--- src/rtl/ufr_pkg.sv ---
// shared types and constants for the framed link receiver with ping responder
package ufr_pkg;

    // parser position within a frame
    typedef enum logic [1:0] {
        PH_LENGTH  = 2'd0,
        PH_CODE    = 2'd1,
        PH_CHECK   = 2'd2,
        PH_PAYLOAD = 2'd3
    } phase_t;

    // configuration register indexes
    localparam int CFG_IDX_W = 2;
    localparam logic [CFG_IDX_W-1:0] CFG_TIMEOUT_TICKS = 2'd0;
    localparam logic [CFG_IDX_W-1:0] CFG_PING_CODE     = 2'd1;

    // configuration reset values
    localparam logic [15:0] TIMEOUT_RESET   = 16'd100;
    localparam logic [7:0]  PING_CODE_RESET = 8'd0;

    // reply frame constants
    localparam logic [7:0]  REPLY_CRC_SEED = 8'd1;
    localparam logic [7:0]  REPLY_STATUS   = 8'd1;
    localparam logic [15:0] IDLE_MAX       = 16'hffff;

    // reply launch from parser to serializer
    typedef struct packed {
        logic       load;
        logic [7:0] code;
        logic [7:0] crc;
    } ufr_reply_t;

endpackage

--- src/rtl/ufr_parser.sv ---
// frame parser: header and payload tracking, idle timeout, reply launch
module ufr_parser #(
    parameter int MAC_BYTES = 6
) (
    input  logic                     aclk,
    input  logic                     aresetn,
    input  logic                     accept,
    input  logic                     in_command,
    input  logic [7:0]               in_byte,
    input  logic [15:0]              timeout_ticks,
    input  logic [7:0]               ping_code,
    output logic                     done_possible,
    output ufr_pkg::ufr_reply_t      reply,
    output logic [MAC_BYTES*8-1:0]   mac_bytes
);
    import ufr_pkg::*;

    phase_t              phase_reg, phase_next;
    logic [7:0]          length_reg, length_next;
    logic [7:0]          code_reg, code_next;
    logic [7:0]          expect_reg, expect_next;
    logic [7:0]          count_reg, count_next;
    logic [7:0]          sum_reg, sum_next;
    logic [7:0]          mac_sum_reg, mac_sum_next;
    logic [15:0]         idle_reg, idle_next;
    logic [MAC_BYTES*8-1:0] mac_reg, mac_next;

    logic                is_tick;
    logic                is_byte;
    logic [15:0]         idle_inc;
    logic                timeout_hit;
    logic [7:0]          count_inc;
    logic                frame_done;

    // decode of the current transaction
    assign is_tick     = accept && in_command;
    assign is_byte     = accept && !in_command;
    assign idle_inc    = (idle_reg == IDLE_MAX) ? idle_reg : idle_reg + 16'd1;
    assign timeout_hit = idle_inc >= timeout_ticks;
    assign count_inc   = count_reg + 8'd1;

    // frame can complete on the next received byte
    assign done_possible = ((phase_reg == PH_CHECK) && (length_reg == 8'd0)) ||
                           ((phase_reg == PH_PAYLOAD) && (count_inc == length_reg));
    assign frame_done    = is_byte && done_possible;

    // next phase
    always_comb begin
        phase_next = phase_reg;
        if (is_tick) begin
            if (timeout_hit) begin
                phase_next = PH_LENGTH;
            end
        end else if (is_byte) begin
            case (phase_reg)
                PH_LENGTH:  phase_next = PH_CODE;
                PH_CODE:    phase_next = PH_CHECK;
                PH_CHECK:   phase_next = frame_done ? PH_LENGTH : PH_PAYLOAD;
                PH_PAYLOAD: phase_next = frame_done ? PH_LENGTH : PH_PAYLOAD;
                default:    phase_next = PH_LENGTH;
            endcase
        end
    end

    // header, payload and idle datapath
    always_comb begin
        length_next  = length_reg;
        code_next    = code_reg;
        expect_next  = expect_reg;
        count_next   = count_reg;
        sum_next     = sum_reg;
        mac_sum_next = mac_sum_reg;
        idle_next    = idle_reg;
        mac_next     = mac_reg;
        if (is_tick) begin
            if (timeout_hit) begin
                count_next = 8'd0;
                sum_next   = 8'd0;
                idle_next  = 16'd0;
            end else begin
                idle_next = idle_inc;
            end
        end else if (is_byte) begin
            case (phase_reg)
                PH_LENGTH: begin
                    length_next  = in_byte;
                    count_next   = 8'd0;
                    sum_next     = 8'd0;
                    mac_sum_next = 8'd0;
                    mac_next     = '0;
                end
                PH_CODE: begin
                    code_next = in_byte;
                end
                PH_CHECK: begin
                    expect_next = in_byte;
                end
                PH_PAYLOAD: begin
                    for (int i = 0; i < MAC_BYTES; i++) begin
                        if (count_reg == 8'(i)) begin
                            mac_next[i*8 +: 8] = in_byte;
                            mac_sum_next       = mac_sum_reg + in_byte;
                        end
                    end
                    sum_next   = sum_reg + in_byte;
                    count_next = count_inc;
                end
                default: begin
                    length_next = length_reg;
                end
            endcase
            if (frame_done) begin
                idle_next = 16'd0;
            end
        end
    end

    // reply launch on a good ping frame
    assign reply.load = frame_done && (sum_next == expect_next) && (code_reg == ping_code);
    assign reply.code = ping_code;
    assign reply.crc  = REPLY_CRC_SEED + mac_sum_next;
    assign mac_bytes  = mac_next;

    // control registers
    always_ff @(posedge aclk) begin
        if (!aresetn) begin
            phase_reg  <= PH_LENGTH;
            length_reg <= 8'd0;
            count_reg  <= 8'd0;
            sum_reg    <= 8'd0;
            idle_reg   <= 16'd0;
        end else begin
            phase_reg  <= phase_next;
            length_reg <= length_next;
            count_reg  <= count_next;
            sum_reg    <= sum_next;
            idle_reg   <= idle_next;
        end
    end

    // header and kept-byte registers
    always_ff @(posedge aclk) begin
        code_reg    <= code_next;
        expect_reg  <= expect_next;
        mac_sum_reg <= mac_sum_next;
        mac_reg     <= mac_next;
    end

endmodule

--- src/rtl/ufr_tx.sv ---
// reply serializer: holds one reply frame and sends it a byte per transaction
module ufr_tx #(
    parameter int MAC_BYTES = 6
) (
    input  logic                     aclk,
    input  logic                     aresetn,
    input  ufr_pkg::ufr_reply_t      reply,
    input  logic [MAC_BYTES*8-1:0]   mac_bytes,
    output logic                     busy,
    output logic                     m_valid,
    input  logic                     m_ready,
    output logic [7:0]               m_tx_byte,
    output logic                     m_last
);
    import ufr_pkg::*;

    localparam int          REPLY_LEN = MAC_BYTES + 4;
    localparam int          IDX_W     = $clog2(REPLY_LEN);
    localparam logic [7:0]  LEN_BYTE  = 8'(MAC_BYTES + 1);
    localparam logic [IDX_W-1:0] IDX_LAST = IDX_W'(REPLY_LEN - 1);

    logic                   busy_reg, busy_next;
    logic [IDX_W-1:0]       idx_reg, idx_next;
    logic [7:0]             code_reg;
    logic [7:0]             crc_reg;
    logic [MAC_BYTES*8-1:0] mac_reg;
    logic                   advance;

    assign advance = busy_reg && m_ready;

    // byte position and busy flag
    always_comb begin
        busy_next = busy_reg;
        idx_next  = idx_reg;
        if (reply.load) begin
            busy_next = 1'b1;
            idx_next  = '0;
        end else if (advance) begin
            if (idx_reg == IDX_LAST) begin
                busy_next = 1'b0;
            end else begin
                idx_next = idx_reg + 1'b1;
            end
        end
    end

    always_ff @(posedge aclk) begin
        if (!aresetn) begin
            busy_reg <= 1'b0;
            idx_reg  <= '0;
        end else begin
            busy_reg <= busy_next;
            idx_reg  <= idx_next;
        end
    end

    // reply snapshot
    always_ff @(posedge aclk) begin
        if (reply.load) begin
            code_reg <= reply.code;
            crc_reg  <= reply.crc;
            mac_reg  <= mac_bytes;
        end
    end

    // byte select
    always_comb begin
        m_tx_byte = LEN_BYTE;
        if (idx_reg == IDX_W'(1)) begin
            m_tx_byte = code_reg;
        end else if (idx_reg == IDX_W'(2)) begin
            m_tx_byte = crc_reg;
        end else if (idx_reg == IDX_LAST) begin
            m_tx_byte = REPLY_STATUS;
        end else begin
            for (int i = 0; i < MAC_BYTES; i++) begin
                if (idx_reg == IDX_W'(i + 3)) begin
                    m_tx_byte = mac_reg[i*8 +: 8];
                end
            end
        end
    end

    assign m_last  = (idx_reg == IDX_LAST);
    assign m_valid = busy_reg;
    assign busy    = busy_reg;

endmodule

--- src/rtl/uart_frame_receiver_ping_responder_unit.sv ---
// top level of the framed link receiver with ping responder
//
// Input channel (s_): one transaction is either a received link byte
// (s_command = 0, s_rx_byte) or one time tick (s_command = 1).
// Output channel (m_): reply frame bytes, m_last on the status byte.
// Configuration channel (cfg_): cfg_index 0 writes timeout_ticks from
// cfg_data, index 1 writes ping_code from cfg_data[7:0]; always ready.
//
// Throughput: one input transaction per cycle. The parser updates its
// registers in the accepting cycle; a good ping frame loads the reply
// register at that edge and its first byte is offered the next cycle.
// The reply is MAC_BYTES+4 bytes at one byte per cycle while m_ready is
// high, sent from the single reply register in the serializer.
// Input is held off only when a reply is still being sent and the next
// byte could complete another frame; otherwise input keeps flowing.
// When the receiver stalls, the current reply byte holds until taken.
// Reset: parser expects a length byte, idle count zero, no reply pending,
// timeout_ticks = 100, ping_code = 0.
module uart_frame_receiver_ping_responder_unit #(
    parameter int MAC_BYTES = 6
) (
    input  logic                            aclk,
    input  logic                            aresetn,
    input  logic                            s_valid,
    output logic                            s_ready,
    input  logic                            s_command,
    input  logic [7:0]                      s_rx_byte,
    output logic                            m_valid,
    input  logic                            m_ready,
    output logic [7:0]                      m_tx_byte,
    output logic                            m_last,
    input  logic                            cfg_valid,
    output logic                            cfg_ready,
    input  logic [ufr_pkg::CFG_IDX_W-1:0]   cfg_index,
    input  logic [15:0]                     cfg_data
);
    import ufr_pkg::*;

    logic [15:0]            timeout_reg;
    logic [7:0]             ping_reg;
    logic                   s_accept;
    logic                   done_possible;
    logic                   tx_busy;
    ufr_reply_t             reply;
    logic [MAC_BYTES*8-1:0] mac_bytes;

    // configuration registers
    assign cfg_ready = 1'b1;

    always_ff @(posedge aclk) begin
        if (!aresetn) begin
            timeout_reg <= TIMEOUT_RESET;
            ping_reg    <= PING_CODE_RESET;
        end else if (cfg_valid && cfg_ready) begin
            case (cfg_index)
                CFG_TIMEOUT_TICKS: timeout_reg <= cfg_data;
                CFG_PING_CODE:     ping_reg    <= cfg_data[7:0];
                default:           ping_reg    <= ping_reg;
            endcase
        end
    end

    // input flow control
    assign s_ready  = !(tx_busy && done_possible);
    assign s_accept = s_valid && s_ready;

    ufr_parser #(
        .MAC_BYTES (MAC_BYTES)
    ) u_parser (
        .aclk          (aclk),
        .aresetn       (aresetn),
        .accept        (s_accept),
        .in_command    (s_command),
        .in_byte       (s_rx_byte),
        .timeout_ticks (timeout_reg),
        .ping_code     (ping_reg),
        .done_possible (done_possible),
        .reply         (reply),
        .mac_bytes     (mac_bytes)
    );

    ufr_tx #(
        .MAC_BYTES (MAC_BYTES)
    ) u_tx (
        .aclk      (aclk),
        .aresetn   (aresetn),
        .reply     (reply),
        .mac_bytes (mac_bytes),
        .busy      (tx_busy),
        .m_valid   (m_valid),
        .m_ready   (m_ready),
        .m_tx_byte (m_tx_byte),
        .m_last    (m_last)
    );

endmodule

--- config.mk ---
export PLATFORM = sky130hd
export DESIGN_NAME = uart_frame_receiver_ping_responder_unit
export DESIGN_NICKNAME = d
export VERILOG_FILES = /design/src/rtl/ufr_pkg.sv /design/src/rtl/ufr_parser.sv /design/src/rtl/ufr_tx.sv /design/src/rtl/uart_frame_receiver_ping_responder_unit.sv
export SDC_FILE = /design/constraint.sdc
export NUM_CORES = 1
export LEC_CHECK = 0
export BUFFER_PORTS_ARGS = -buffer_cell sky130_fd_sc_hd__buf_2
export CORE_MARGIN = 2
export CORE_UTILIZATION = 45
export CTS_BUF_LIST = sky130_fd_sc_hd__clkbuf_4
export CTS_CLUSTER_DIAMETER = 60
export DETAILED_ROUTE_END_ITERATION = 10
export GPL_TIMING_DRIVEN = 0
export SYNTH_ARGS = -nofsm -noshare
export SYNTH_HDL_FRONTEND = slang
export SYNTH_SLANG_ARGS = --single-unit
--- constraint.sdc ---
create_clock -name aclk -period 9.1 [get_ports aclk]
set_input_delay 0.455 -clock aclk [delete_from_list [all_inputs] [get_ports aclk]]
set_output_delay 0.455 -clock aclk [all_outputs]
set_load 0.1 [all_outputs]
### Yosys cells after proc, flatten, opt, wreduce, memory -nomap -nowiden

Cells that the tools add are included.

| operators by class | value |
|---|---|
| add/sub/neg operators | 6 |
| $lt $le $gt $ge | 1 |
| equal/unequal tests | 23 |
| mux-type cells | 51 |
| bitwise operators | 3 |
| reductions and logical operators | 33 |

Operators with widths:

| cell | number |
|---|---|
| $mux W8 | 32 |
| $mux W48 | 2 |
| $pmux W48 S2 | 1 |
| $mux W16 | 5 |
| $pmux W8 S2 | 3 |
| $eq A8 B8 Y1 | 3 |
| $add A16 B1 Y16 const B | 1 |
| $add A8 B8 Y8 | 2 |
| $eq A16 B16 Y1 const B | 1 |
| $eq A4 B3 Y1 const B | 4 |
| $eq A8 B2 Y1 const B | 2 |
| $eq A8 B3 Y1 const B | 2 |
| $ge A16 B16 Y1 | 1 |
| $logic_not A8 Y1 | 2 |
| $reduce_and A2 Y1 | 6 |
| $logic_and A1 B1 Y1 | 10 |
| $reduce_and A3 Y1 | 3 |
| $add A1 B8 Y8 const A | 1 |
| $add A8 B1 Y8 const B | 1 |
| $eq A4 B2 Y1 const B | 2 |
| $eq A4 B4 Y1 const B | 2 |
| $eq A8 B1 Y1 const B | 1 |
| $mux W2 | 4 |
| $reduce_bool A2 Y1 | 4 |
| 13 further kinds | 22 |

| storage, ports and cells | value |
|---|---|
| flip-flop bits (word level) | 207 |
| input bits | 32 |
| output and inout port bits | 12 |

### Logic depth before layout (Yosys ltp)

Gate-level depths: netlist (run 1).

| logic depth | value |
|---|---|
| depth in word-level cells | 15 |
| gate-level depth with buffers | 21 |
| depth with buffers taken out | 19 |

### Cells and area by module

A second synthesis (run 1) with hierarchy kept.

| unflattened totals | value |
|---|---|
| cells, all modules | 1078 |
| area, all modules | 10551.4 um2 |

Modules (own cells, without submodules):

| module | times used | cells each | area each (um2) | sequential area each (um2) |
|---|---|---|---|---|
| ufr_parser | 1 | 736 | 6486.2 | 2362.3 |
| ufr_tx | 1 | 238 | 3075.4 | 2021.9 |
| uart_frame_receiver_ping_responder_unit | 1 | 104 | 989.7 | 480.5 |

### Least setup slack after synthesis (run 1)

No wires, ideal clock.

| timing path | value |
|---|---|
| path kind | reg2reg |
| from | register u_parser.count_reg[1] |
| to | register u_tx.code_reg[0], enable pin |
| setup time | 0.522 ns |
| arrival | 7.949 ns |
| path slack | 0.629 ns |
| stages on the path, launching flop included | 12 |
| buffers on the path | 1 |
| clock period less this slack | 8.471 ns |
| path through | dfxtp_1 -> ha_1 -> buf_4 -> nand3_4 -> o311ai_2 -> o21ai_2 -> o21a_1 -> o21ai_0 -> o211ai_1 -> xnor2_1 -> nand4_1 -> nor4b_2 |

RTL lines:

| element | line | RTL |
|---|---|---|
| start: declaration | ufr_parser.sv:22 | `logic [7:0] count_reg, count_next;` |
| start signal: assignment | ufr_parser.sv:135 | `count_reg <= count_next;` |
| end signal: assignment | ufr_tx.sv:60 | `code_reg <= reply.code;` |
| end: declaration | ufr_tx.sv:24 | `logic [7:0] code_reg;` |

==> flow_summary.ini, run 1 <==
[status]
status = complete, no violations

[sta]
maxSlewViolCount = 0
rsz0062_at_grt = false
final.period_utilization_pct = 79.1
finalCriticalPeriod_ps = 7200
tightest_slew_ps = 1050
finClkSkew_ps = 39.3
hold_viol = 0
final.setup.tns_ps = 0
fmax_ghz = 0.139
setup_viol = 0
max-slew-margin-rel_pct = 29.6

[clock_tree]
clk_pin_slew_ps = 70
clock_latency_ps = 690
cts_resized = 0
cts_root_buf = clkbuf_4
clockBufferDepth = 3
cts_tree = done
cts_sinks = 207
cts_made_buffers = 54
cts_max_level = 2
post_cts_buffers = 0

[synth]
synth_edf_count = 72
seq_area_frac_synth_pct = 47.0
syn_inst = 1076
synthesis.area_um2 = 10400
synth_nets = 1154
synth_top_cell_by_area = dfxtp_1
synth_area_per_cell_um2 = 9.62
synthTopCellsByCount = 135 x dfxtp_1, 121 x nand2_1, 82 x a21oi_1
ys_warn_count = 0
synth.distinct_cells = 74
synth.most_common_cell = dfxtp_1
async_flop_share_pct = 0
synthTopCellsByArea = dfxtp_1 26%, edfxtp_1 21%, a22o_1 6.7%, ha_1 5.3%, nand2_1 4.4%
synth_ff_type = dfxtp_1
synth_top_area_share_pct = 26.1
synth_seq_cells = 207

[final_layout]
fin_nets = 1273
drive_gt1_share_pct = 13.5
area_growth_pct = 14.8
finalNonFillerCells = 1527
register_area_um2 = 4860
multi_input_area_um2 = 5110
fillCellCount = 2159

[place]
place.gp.congestion = 0.871
port_buffers = 41
dp_hpwl_um = 20100
place_inst = 1406

[global_route]
grt_usage_pct = 23.8
antenna_found_initial = 2
grt_pass1_wl_um = 45000
first_global_vias = 8306
grt_max_degree = 17
gr-total-overflow = 0

[floorplan]
io_pins = 44
die_h_um = 156
num_rows = 55
die-area_um2 = 24200
core_um2 = 22600
start_util_pct = 45.7
die_w_um = 156

[route]
first_iter_violations = 704
vias = 8628
first_pass_iters = 5
drc = 0
viasPerCell = 5.65
finalWirelength_um = 28300
avgRoutedWirePerCell_um = 18.6
ant_nets = 0

[hold_path]
min-delay-path-class = primary input to flip-flop
whs_path_depth = 3

[critical_path]
cp_max_fo = 14
worst_ep_required_time_ps = 9490
arrival_ps = 7580
crit_type = flip-flop to flip-flop
ff2ff_path_depth = 23
critPathLaunchType = flip-flop
endpoint_kind = flip-flop

[pwr]
vdd_drop_max_mv = 0.0772
p_per_area_nw_per_um2 = 168
cellLeakagePower_nw = 4.48

[job]
cap_violations = 0
==> critical path, cell delays in order (launching register included) <==
cell and delay (ps):
dfxtp_1 300, clkbuf_1 260, and4_1 310, and4_1 220
and3_1 210, and2_1 130, clkbuf_1 200, nand3_1 350
and2_1 300, nand3_1 140, xnor2_1 100, ha_1 320
o211ai_1 100, nor3_1 240, a21oi_1 140, o211ai_1 550
or4b_2 670, a32oi_1 440, xor2_1 240, nand4_1 180
nor4b_4 860, buf_8 250, buf_8 170, buf_8 180
==> per-layer routing <==
| metal | global-route usage (%) | share of wire, % | wire, um | vias to the layer above |
|---|---|---|---|---|
| li1 | - | - | - | 4243 |
| met5 | 0 | 0 | 0 | - |
| met2 | 35.7 | 43 | 12200 | 245 |
| met3 | 4.19 | 5.5 | 1560 | 60 |
| met1 | 34.5 | 49 | 13900 | 4080 |
| met4 | 8.30 | 2.4 | 674 | 0 |
==> final timing paths <==
kind | start | end | slack, ps
hold / removal | cfg_data[5] | timeout_reg[5] | 80
hold reg to reg | timeout_reg[14] | timeout_reg[14] | 450
setup reg to reg | u_parser.idle_reg[3] | u_tx.mac_reg[30] | 1900
setup / recovery | u_parser.idle_reg[3] | u_tx.mac_reg[30] | 1900
==> repair_timing <==
| action | in CTS | in global routing |
|---|---|---|
| hold endpoints to repair | 21 | 0 |
| setup endpoints to repair | 0 | 0 |
| hold buffers | 18 | 0 |
==> cells by family after synthesis <==
logic type	share of synthesized area [%]
AND/OR/NAND/NOR	15.5
XOR/XNOR	4.41
AO/OA/AOI/OAI	21.4
other	0.0362
buffers and inverters	3.81
adder cells (fa/ha/maj)	5.70
flip-flops	47.0
multiplexers	2.21
==> final cells by class <==
type                       instances  area share [%]
clock buffer                      77            4.86
clock inverter                    24            1.10
antenna                            2          0.0421
multi-input combinational        771            43.0
tap                              285            3.00
timing repair buffer              63            3.72
sequential                       207            40.9
inverter                          41            1.30
buffer                            57            2.02
==> cells in the final DEF, fill, tap and decap left out, types with 5 or more instances in the layout <==
| master | netlist | final |
|---|---|---|
| clkbuf_4 | 0 | 77 |
| xnor2_1 | 29 | 29 |
| nand3_1 | 41 | 41 |
| a21o_1 | 7 | 7 |
| mux2i_1 | 15 | 15 |
| a211oi_1 | 5 | 5 |
| a21oi_1 | 82 | 82 |
| nand2b_1 | 6 | 6 |
| xor2_1 | 20 | 20 |
| dfxtp_1 | 135 | 135 |
| buf_1 | 7 | 7 |
| nand4_1 | 9 | 9 |
| nand2_1 | 121 | 121 |
| clkbuf_1 | 40 | 40 |
| and4_1 | 6 | 6 |
| inv_1 | 40 | 40 |
| edfxtp_1 | 72 | 72 |
| dlygate4sd3_1 | 0 | 18 |
| a31oi_1 | 6 | 6 |
| a22oi_1 | 29 | 29 |
| o211ai_1 | 9 | 9 |
| o21a_1 | 6 | 6 |
| mux2_2 | 7 | 7 |
| ha_1 | 44 | 44 |
| o21ai_0 | 56 | 56 |
| nor3_1 | 21 | 21 |
| and3_1 | 11 | 11 |
| a22o_1 | 79 | 79 |
| nor2_1 | 73 | 73 |
| or3_1 | 8 | 8 |
| and2_1 | 7 | 7 |
| clkinv_1 | 1 | 19 |
| buf_2 | 6 | 47 |
==> through the flow <==
stage	setup slack, ps	hold slack (ps)	util [%]	cell area (um^2)	power (mW)
final	1900	79.5	52.5	11900	2.00
after global routing	1470	30.8	52.5	11900	2.09
after CTS	1960	4.26	52.4	11900	2.02
after detailed placement	1980	449	48.5	11000	1.19
after global placement	-1960	443	48.2	10900	1.19
after floorplan	629	436	-	10400	1.13
==> where the power goes <==
| group | switching [mW] | total [mW] | internal (mW) |
|---|---|---|---|
| Combinational | 0.122 | 0.195 | 0.0733 |
| Sequential | 0.0110 | 0.985 | 0.974 |
| Clock | 0.399 | 0.821 | 0.422 |
| Total | 0.532 | 2.00 | 1.47 |
No activity file was read; power rests on OpenSTA's default activity.
==> run 2, diff against run 1 <==
==> constraint.sdc (replaced) <==
create_clock -name aclk -period 7 [get_ports aclk]
set_input_delay 0.35 -clock aclk [delete_from_list [all_inputs] [get_ports aclk]]
set_output_delay 0.35 -clock aclk [all_outputs]
set_load 0.1 [all_outputs]
==> run 2 against run 1 <==
Effect of this change:
- global-route usage is 0.30 points lower
- critical path depth stayed put
- routed wire length is 0.13% higher
- first-iteration DRC count is 11% lower
- highest routed layer unchanged
==> flow_summary.ini, run 2 (synthesis results as in run 1) <==
[global_route]
busiest_layer = met2
first_global_vias = 8148
grt_usage_pct = 23.5
grt_use_met1_pct = 33.6
grt_max_degree = 18
grt_use_met3_pct = 3.83
gr-total-overflow = 0
antenna_found_initial = 1
grtUsageMet2_pct = 36.8
grt_pass1_wl_um = 44800

[pwr]
cellLeakagePower_nw = 4.53
clock_power_share_pct = 41.3
p_sw_mw = 0.699
vdd_drop_max_mv = 0.106
p_per_area_nw_per_um2 = 219
comb_power_share_pct = 9.8
p_int_mw = 1.92
seqPwrFrac_pct = 48.9
swShare_pct = 26.7

[route]
finalWirelength_um = 28400
ant_nets = 0
vias = 8614
first_pass_iters = 6
viasPerCell = 5.62
avgRoutedWirePerCell_um = 18.5
first_iter_violations = 628
drc = 0

[sta]
rsz0062_at_grt = false
whs_ps = 39.0
finalCriticalPeriod_ps = 6540
setup_viol = 0
finClkSkew_ps = 48.0
final.period_utilization_pct = 93.4
max-slew-margin-rel_pct = 32.5
fmax_ghz = 0.153
tightest_slew_ps = 1010
maxSlewViolCount = 0
hold_viol = 0

[status]
status = complete, no violations

[clock_tree]
clock_latency_ps = 710
cts_max_level = 2
cts_root_buf = clkbuf_4
cts_tree = done
cts_made_buffers = 55
clockBufferDepth = 3
clk_pin_slew_ps = 70
cts_sinks = 207

[job]
cap_violations = 0

[critical_path]
arrival_ps = 6940
crit_chain = clkbuf_1 -> and4_1 -> and4_1 -> and3_1 -> and2_1 -> clkbuf_1 -> nand3_1 -> and2_1 -> nand3_1 -> xnor2_1 -> ha_1 -> o211ai_1 -> nor3_1 -> a21oi_1 -> o211ai_1 -> or4b_2 -> a32oi_1 -> xor2_1 -> nand4_1 -> nor4b_4 -> buf_8 -> buf_8 -> buf_6
rrSetupSlack_ps = 460
critPathLaunchType = flip-flop
cp_max_fo = 12
cp_slowest_cell = or4b_2
worst_ep_required_time_ps = 7400
endpoint_kind = flip-flop
crit_type = flip-flop to flip-flop
cpPeakStageDelay_ps = 680

[floorplan]
die_w_um = 156
core_um2 = 22600
num_rows = 55
io_pins = 44
die_h_um = 156
die-area_um2 = 24200
start_util_pct = 45.7

[final_layout]
drive_gt1_share_pct = 14.0
area_growth_pct = 15.7
final_common_cell = dfxtp_1
layout_common_cells = 135 x dfxtp_1, 121 x nand2_1, 85 x clkbuf_4
fin_area_um2 = 12000
fin_nets = 1282

[place]
dp_hpwl_um = 20100
place.gp.congestion = 0.881
port_buffers = 41
place_area_um2 = 11000

[hold_path]
min-delay-path-class = primary input to flip-flop
[run 2: cell count changes in the layout (fill, tap and decap cells not counted), moves of 2 or more]
cell           before  now
dlygate4sd3_1      18   24
clkinv_1           19   13
clkinv_2            3    1
clkbuf_4           77   85
[run 2: worst paths after layout]
path / start / to / cells past startpoint
max reg2reg: u_parser.idle_reg[3] / u_tx.code_reg[6] / 23
min reg2reg: timeout_reg[14] / timeout_reg[14] / 2
min: s_rx_byte[1] / u_parser.code_reg[1] / 1
max: u_parser.idle_reg[3] / u_tx.code_reg[6] / 23
[run 2: area by class of cell]
class | count | area, um^2
flip-flops and latches | 207 | 4860
plain buffers | 57 | 240
multi-input cells | 771 | 5110
diodes | 1 | 2.50
repair buffers | 71 | 524
well taps | 285 | 357
fillers | 2117 | 10700
inverters | 41 | 154
clock buffers | 85 | 638
clock inverters | 16 | 82.6
[run 2: power by group through the flow]
stage	Clock, mW	Sequential [mW]	Combinational [mW]
floorplan	0	1.30	0.173
global placement	0	1.31	0.239
detailed placement	0	1.31	0.242
CTS	1.10	1.28	0.252
global route	1.17	1.28	0.277
finish	1.08	1.28	0.256
[run 2: metal layers]
layer	vias up	share of wire, %
li1	4246	-
met1	4077	48
met2	243	45
met3	48	5.5
met4	0	2.1
met5	-	0
[run 2: repair_timing]
action                                 in CTS  in global routing
hold buffers                               24                  0
gates resized for setup                     0                  0
setup endpoints to repair                   0                 56
endpoints found under the hold margin      33                  0
buffers inserted                            0                  1
[run 2: worst max-delay path, delay by kind of cell, from the launching register on]
kind                       cells  cell delay [ps]
AOI/OAI and AO/OA              4             1170
DFF                            1              300
adders and majority gates      1              310
and+or+nand+nor               11             3100
xor gates and xnor gates       2              340
buffers and inverters          5             1000
[run 2: per-stage QoR]
step	power [mW]	setup TNS, ps	std cells	setup WS [ps]	util, %
floorplan	1.48	0	1076	72.8	-
finish	2.62	0	1534	459	52.9
global route	2.73	0	1534	116	52.9
CTS	2.64	0	1532	11.4	52.8
global placement	1.54	-120580	1402	-1890	48.2
detailed placement	1.55	0	1407	50.9	48.6
